===== src/hdl/opvc_pkg.sv =====
// Shared types and constants of the octilinear polygon vertex capture block.
// Used by opvc_ctrl, opvc_datapath and the top level; depends on nothing.
package opvc_pkg;

	localparam int MAX_POINTS = 128;
	localparam int COORD_BITS = 32;
	localparam int IDX_W      = $clog2(MAX_POINTS);
	localparam int CNT_W      = $clog2(MAX_POINTS + 1);
	localparam int VIDX_W     = 7;
	localparam int VCNT_W     = 8;

	localparam logic [COORD_BITS-1:0] COORD_MIN = {1'b1, {(COORD_BITS-1){1'b0}}};
	localparam logic [CNT_W-1:0] FULL_LEVEL    = CNT_W'(MAX_POINTS - 2);
	localparam logic [CNT_W-1:0] CLOSE_MIN_CNT = CNT_W'(3);

	typedef enum logic [1:0] {
		OP_CLEAR    = 2'd0,
		OP_POINT    = 2'd1,
		OP_READ     = 2'd2,
		OP_READ_ALT = 2'd3
	} op_t;

	typedef enum logic [2:0] {
		STS_SAME      = 3'd0,
		STS_FULL      = 3'd1,
		STS_APPENDED  = 3'd2,
		STS_REPLACED  = 3'd3,
		STS_RETRACTED = 3'd4,
		STS_CLEARED   = 3'd5,
		STS_READ      = 3'd6,
		STS_CLOSED    = 3'd7
	} status_t;

	typedef enum logic [2:0] {
		ACT_NONE,
		ACT_APPEND_RAW,
		ACT_APPEND,
		ACT_REPLACE,
		ACT_RETRACT,
		ACT_CLEAR,
		ACT_READ
	} act_t;

	// Direction class of a segment.
	typedef enum logic [1:0] {
		CLS_HORZ,
		CLS_DIAG_POS,
		CLS_VERT,
		CLS_DIAG_NEG
	} cls_t;

	typedef enum logic [2:0] {
		ST_IDLE,
		ST_READ,
		ST_DIFF,
		ST_SNAP,
		ST_COMMIT
	} state_t;

	typedef struct packed {
		logic    load;
		logic    rd;
		logic    diff;
		logic    snap;
		logic    commit;
		act_t    act;
		status_t status;
	} dp_cmd_t;

	typedef struct packed {
		logic op_clear;
		logic op_read;
		logic closed;
		logic cnt_zero;
		logic cnt_one;
		logic full;
		logic same_point;
		logic class_eq;
		logic on_prev;
	} dp_flags_t;

endpackage


===== src/hdl/opvc_ctrl.sv =====
// Controller of the vertex capture block: sequences each transfer and picks the outcome.
// Depends on opvc_pkg for the state, command and flag types.
module opvc_ctrl (
	input  logic               clk,
	input  logic               arst_n,
	input  logic               start,
	output logic               busy,
	input  opvc_pkg::dp_flags_t flags,
	output opvc_pkg::dp_cmd_t   cmd
);

	opvc_pkg::state_t state_q;
	opvc_pkg::state_t state_d;

	always_ff @(posedge clk or negedge arst_n) begin
		if (!arst_n) begin
			state_q <= opvc_pkg::ST_IDLE;
		end else begin
			state_q <= state_d;
		end
	end

	always_comb begin
		state_d = state_q;
		case (state_q)
			opvc_pkg::ST_IDLE: begin
				if (start) begin
					state_d = opvc_pkg::ST_READ;
				end
			end
			opvc_pkg::ST_READ: begin
				if (flags.op_clear || flags.op_read) begin
					state_d = opvc_pkg::ST_COMMIT;
				end else begin
					state_d = opvc_pkg::ST_DIFF;
				end
			end
			opvc_pkg::ST_DIFF:   state_d = opvc_pkg::ST_SNAP;
			opvc_pkg::ST_SNAP:   state_d = opvc_pkg::ST_COMMIT;
			opvc_pkg::ST_COMMIT: state_d = opvc_pkg::ST_IDLE;
			default:             state_d = opvc_pkg::ST_IDLE;
		endcase
	end

	always_comb begin
		cmd        = '0;
		cmd.act    = opvc_pkg::ACT_NONE;
		cmd.status = opvc_pkg::STS_SAME;
		busy       = 1'b1;
		case (state_q)
			opvc_pkg::ST_IDLE: begin
				busy     = 1'b0;
				cmd.load = start;
			end
			opvc_pkg::ST_READ: cmd.rd   = 1'b1;
			opvc_pkg::ST_DIFF: cmd.diff = 1'b1;
			opvc_pkg::ST_SNAP: cmd.snap = 1'b1;
			opvc_pkg::ST_COMMIT: begin
				cmd.commit = 1'b1;
				// The order of these tests is the priority of the outcomes.
				if (flags.op_clear) begin
					cmd.act    = opvc_pkg::ACT_CLEAR;
					cmd.status = opvc_pkg::STS_CLEARED;
				end else if (flags.op_read) begin
					cmd.act    = opvc_pkg::ACT_READ;
					cmd.status = opvc_pkg::STS_READ;
				end else if (flags.closed) begin
					cmd.status = opvc_pkg::STS_CLOSED;
				end else if (flags.cnt_zero) begin
					cmd.act    = opvc_pkg::ACT_APPEND_RAW;
					cmd.status = opvc_pkg::STS_APPENDED;
				end else if (flags.same_point) begin
					cmd.status = opvc_pkg::STS_SAME;
				end else if (flags.full) begin
					cmd.status = opvc_pkg::STS_FULL;
				end else if (flags.cnt_one || !flags.class_eq) begin
					cmd.act    = opvc_pkg::ACT_APPEND;
					cmd.status = opvc_pkg::STS_APPENDED;
				end else if (flags.on_prev) begin
					cmd.act    = opvc_pkg::ACT_RETRACT;
					cmd.status = opvc_pkg::STS_RETRACTED;
				end else begin
					cmd.act    = opvc_pkg::ACT_REPLACE;
					cmd.status = opvc_pkg::STS_REPLACED;
				end
			end
			default: busy = 1'b1;
		endcase
	end

	a_commit_after_work: assert property (@(posedge clk) disable iff (!arst_n)
		cmd.commit |-> ($past(state_q) == opvc_pkg::ST_SNAP ||
			$past(state_q) == opvc_pkg::ST_READ))
		else $error("commit without a preceding read or snap step");

	a_load_returns_busy: assert property (@(posedge clk) disable iff (!arst_n)
		cmd.load |=> busy)
		else $error("block not busy after a transfer was taken");

	a_offer_takes_diff: assert property (@(posedge clk) disable iff (!arst_n)
		(state_q == opvc_pkg::ST_READ && !flags.op_clear && !flags.op_read) |=>
			state_q == opvc_pkg::ST_DIFF)
		else $error("point offer skipped the difference step");

endmodule


===== config.mk =====
export PLATFORM = sky130hd
export DESIGN_NAME = opvc_ctrl
export DESIGN_NICKNAME = d
export VERILOG_FILES = /design/src/hdl/opvc_pkg.sv /design/src/hdl/opvc_ctrl.sv
export SDC_FILE = /design/constraint.sdc
export NUM_CORES = 1
export LEC_CHECK = 0
export ABC_AREA = 1
export BUFFER_PORTS_ARGS = -buffer_cell sky130_fd_sc_hd__buf_2
export CAP_MARGIN = 20
export CORE_AREA = 2 2 39 41
export CTS_CLUSTER_SIZE = 10
export DETAILED_ROUTE_END_ITERATION = 6
export DIE_AREA = 0 0 41 43
export HOLD_SLACK_MARGIN = 0.15
export RECOVER_POWER = 50
export SYNTH_ARGS = -nofsm -noshare
export SYNTH_HDL_FRONTEND = slang
export SYNTH_SLANG_ARGS = --single-unit

===== constraint.sdc =====
create_clock -name clk -period 2.4 [get_ports clk]
set_input_delay 0.12 -clock clk [delete_from_list [all_inputs] [get_ports clk]]
set_output_delay 0.12 -clock clk [all_outputs]
set_load 0.02 [all_outputs]

Word level (Yosys, flattened, before mapping)
Cells that the tools add are included.

Equal/unequal tests: 5. Mux-type cells: 20. Reduce and logical (&&, ||, !) cells: 4.

Operators by type and width (count): $mux 6 (5); $mux 3 (8); $pmux 3 s4 (1); $mux 7 (1); $eq 3x2->1 const B (2); $mux 1 (5); $eq 3x1->1 const B (1); $eq 3x3->1 const B (1); $logic_not 3->1 (1); $logic_or 1x1->1 (2); $ne 2x2->1 const B (1); $logic_not 1->1 (1).

Register bits after elaboration: 3. Bits of input ports: 12. Output and inout port bits: 12.

Logic depth before layout (Yosys ltp)
Depth in word-level cells: 10. Mapped depth: 7.

Least setup slack after synthesis
OpenSTA, ideal clock, no wires.

Path type: register to output. Start: register state_q[0]. End: output port cmd[0] (netlist bit). Arrival: 1.331 ns. Slack: 0.949 ns. Stages on the path, launching flop included: 4. Cells stage by stage: dfrtp_1 > nor3_2 > inv_1 > a21oi_1.

RTL lines: from (decl) (RTL line opvc_ctrl.sv:12) `opvc_pkg::state_t state_q;`; from (signal assigned) (RTL line opvc_ctrl.sv:17) `state_q <= opvc_pkg::ST_IDLE;`; from (signal assigned) (RTL line opvc_ctrl.sv:19) `state_q <= state_d;`; to (decl) (RTL line opvc_ctrl.sv:9) `output opvc_pkg::dp_cmd_t cmd`.

==> impl_metrics.tcl <==
set metrics [dict create \
    status "finished clean" \
    clock_path_buffers 2 \
    dieHeight_um 43 \
    path_clk_slew_ns 0.04 \
    ys_types 12 \
    skew_ns 0.00127 \
    peakVddDrop_uv 346 \
    critPathArrivalTime_ns 1.28 \
    gp_congestion 0.697 \
    diodes 0 \
    layout_common_cells "buf_2, inv_1, nand2_1, nor2_1, clkbuf_1" \
    path_class "reg -> out" \
    worst_slew_pin_slew_ns 0.300 \
    postRouteWirelength_um 846 \
    port_buffers 23 \
    tritoncts "yes" \
    cp_num_buf_inv 2 \
    power.density_nw_per_um2 968 \
    fin_util_pct 35.4 \
    final.setup.worst_slack_ns 0.999 \
    dr.pass1.iters 3 \
    grt_pass1_vias 363 \
    cpPeakStageDelay_ns 0.40 \
    syn-num-nets 68 \
    cp_top_family "flip-flops" \
    nFillCells 160 \
    final_common_cell "buf_2" \
    synth_compound_area_share_pct 17.9 \
    fin_crit_sh_pct 58.4 \
    syn_inst 56 \
    synthSimpleGateAreaFrac_pct 41.4 \
    finalSetupViolCount 0 \
    drv_slew 0 \
    synthMuxAreaShare_pct 0 \
    vias_per_cell 4.22 \
    synth-xor-area-share_pct 0 \
    multi_input_area_um2 186 \
    final.min_clock_period_ns 1.40 \
    synthAdderAreaFrac_pct 0 \
    synthToLayoutAreaGrowth_pct 56.2 \
    fp.dieW_um 41 \
    drive_above_1_share_pct 32.9 \
    top_register "state_q" \
    tns_ns 0 \
    yosysWarnings 0 \
    drv_cap 0 \
    synth_top_area_share_pct 23.9 \
    cts-htree-levels 1 \
    grt_max_degree 7 \
    synth_top_family_by_area "simple AND/OR/NAND/NOR gates" \
    hold_class "in -> async" \
    cp_cell_sequence "nor3_2, inv_1, a211oi_2, buf_2" \
    grt_usage_pct 11.3 \
    cp-start-kind "register" \
    row_count 14 \
    overflow 0 \
    cts_root_buf "clkbuf_4" \
    cp-end-kind "primary output" \
    fmax_mhz 714 \
    dr_total_vias 426 \
    syn_avg_cell_area_um2 5.61 \
    coreArea_um2 1380 \
    synth_seq_area_share_pct 23.9 \
    synth_area_um2 314 \
    wl_per_cell_um 8.38 \
    largest_register_ffs 3 \
    detail-route-antenna-nets 0 \
    max_slew_margin_pct 79.9 \
    cts.sinks 3 \
    nets 98 \
    grt_setup_unrepaired "false" \
    synth-seq-cells 3 \
    post-route-drc-count 0 \
    yosysTopAreaCell "dfrtp_1" \
    dp_hpwl_um 687 \
    cp_slowest_cell "dfrtp_1" \
    start_util_pct 22.7 \
    grt_first_pass_wirelength_mm 1.31 \
    dpl-instance-area_um2 449 \
    dp_slack_ns 1.24 \
    drtIter0Drc 3 \
    postCtsResizedCells 0 \
    dieArea_um2 1760 \
    hold_viol 0 \
    synth_area_leaders "dfrtp_1, inv_1, nand2_1" \
    grt_antenna_before_repair 0 \
    io_pins 24 \
    top_regs "state_q (3)" \
    insertion_delay_ns 0.23 \
    regArea_um2 75.1 \
    cp_max_fo 6 \
    critical_path_required_ns 2.28 \
    fin_area_um2 490 \
    numCtsBuffers 3 \
    cellLeakagePower_nw 0.290 \
]
-- layer usage --
metal  global-route usage, %  vias to the layer above  routed length [um]
met2                    19.4                       17                 445
met3                    3.66                        2                  79
met1                    10.0                      178                 305
met5                       0                        -                   0
li1                        -                      229                   -
met4                    8.00                        0                  16
-- path summary, 6_finish.rpt --
kind / start / endpoint / slack (ns) / cells after the start
max in group asynchronous: arst_n / state_q[2] / 2.03 / 2
min reg2reg: state_q[2] / state_q[0] / 0.55 / 3
max: state_q[1] / cmd[1] / 1.0 / 4
min: arst_n / state_q[0] / 0.22 / 2
min in group clk: flags[8] / state_q[2] / 0.26 / 3
max reg2reg: state_q[2] / state_q[1] / 1.51 / 5
-- Yosys cell counts --
| library cell | instances |
|---|---|
| o21ai_0 | 4 |
| a21oi_1 | 3 |
| a211oi_2 | 1 |
| nor2_2 | 1 |
| dfrtp_1 | 3 |
| nand3_1 | 2 |
| a21oi_2 | 1 |
| inv_1 | 13 |
| nor2_1 | 12 |
| nand2_1 | 13 |
| nor3_2 | 2 |
| inv_2 | 1 |
-- per-stage QoR --
step	total power, W	hold slack, ns	std cells
floorplan	0.000290	-0.176	56
global placement	0.000390	-0.0819	95
detailed placement	0.000388	-0.0833	95
CTS	0.000488	0.194	101
global route	0.000521	0.227	101
finish	0.000475	0.220	101
-- repair_timing --
item,in CTS,in global routing
setup buffers,0,0
endpoints found under the hold margin,4,0
hold buffers,2,0
endpoints found under the setup margin,0,0
-- layout make-up --
type | instances | area share (%)
well taps | 16 | 4.08
repair buffers | 25 | 26.5
multi-input cells | 39 | 38.0
inverters | 14 | 10.7
clock buffers | 4 | 5.36
flip-flops and latches | 3 | 15.3
-- where the power goes --
group	internal, W	switching, W	leakage (nW)	total (W)
logic	0.0000884	0.000205	0.236	0.000293
registers	0.0000731	0.0000181	0.0392	0.0000912
clock network	0.0000624	0.0000277	0.0150	0.0000901
total	0.000224	0.000251	0.290	0.000475
-- worst reg2reg max path: stages (launching register included) --
cell,delay [ns]
dfrtp_1,0.37
inv_1,0.08
nand2_1,0.08
nor2_1,0.13
nand2_1,0.06
o21ai_0,0.09
-- logic make-up (layout without fill, tap and decap cells) --
kind of cell / Yosys count / count (layout)
buffers and inverters: 14 / 43
flip-flops: 3 / 3
AND/OR/NAND/NOR: 30 / 30
AO/OA/AOI/OAI: 9 / 9
Note: power is estimated with default switching activity, not from simulation.
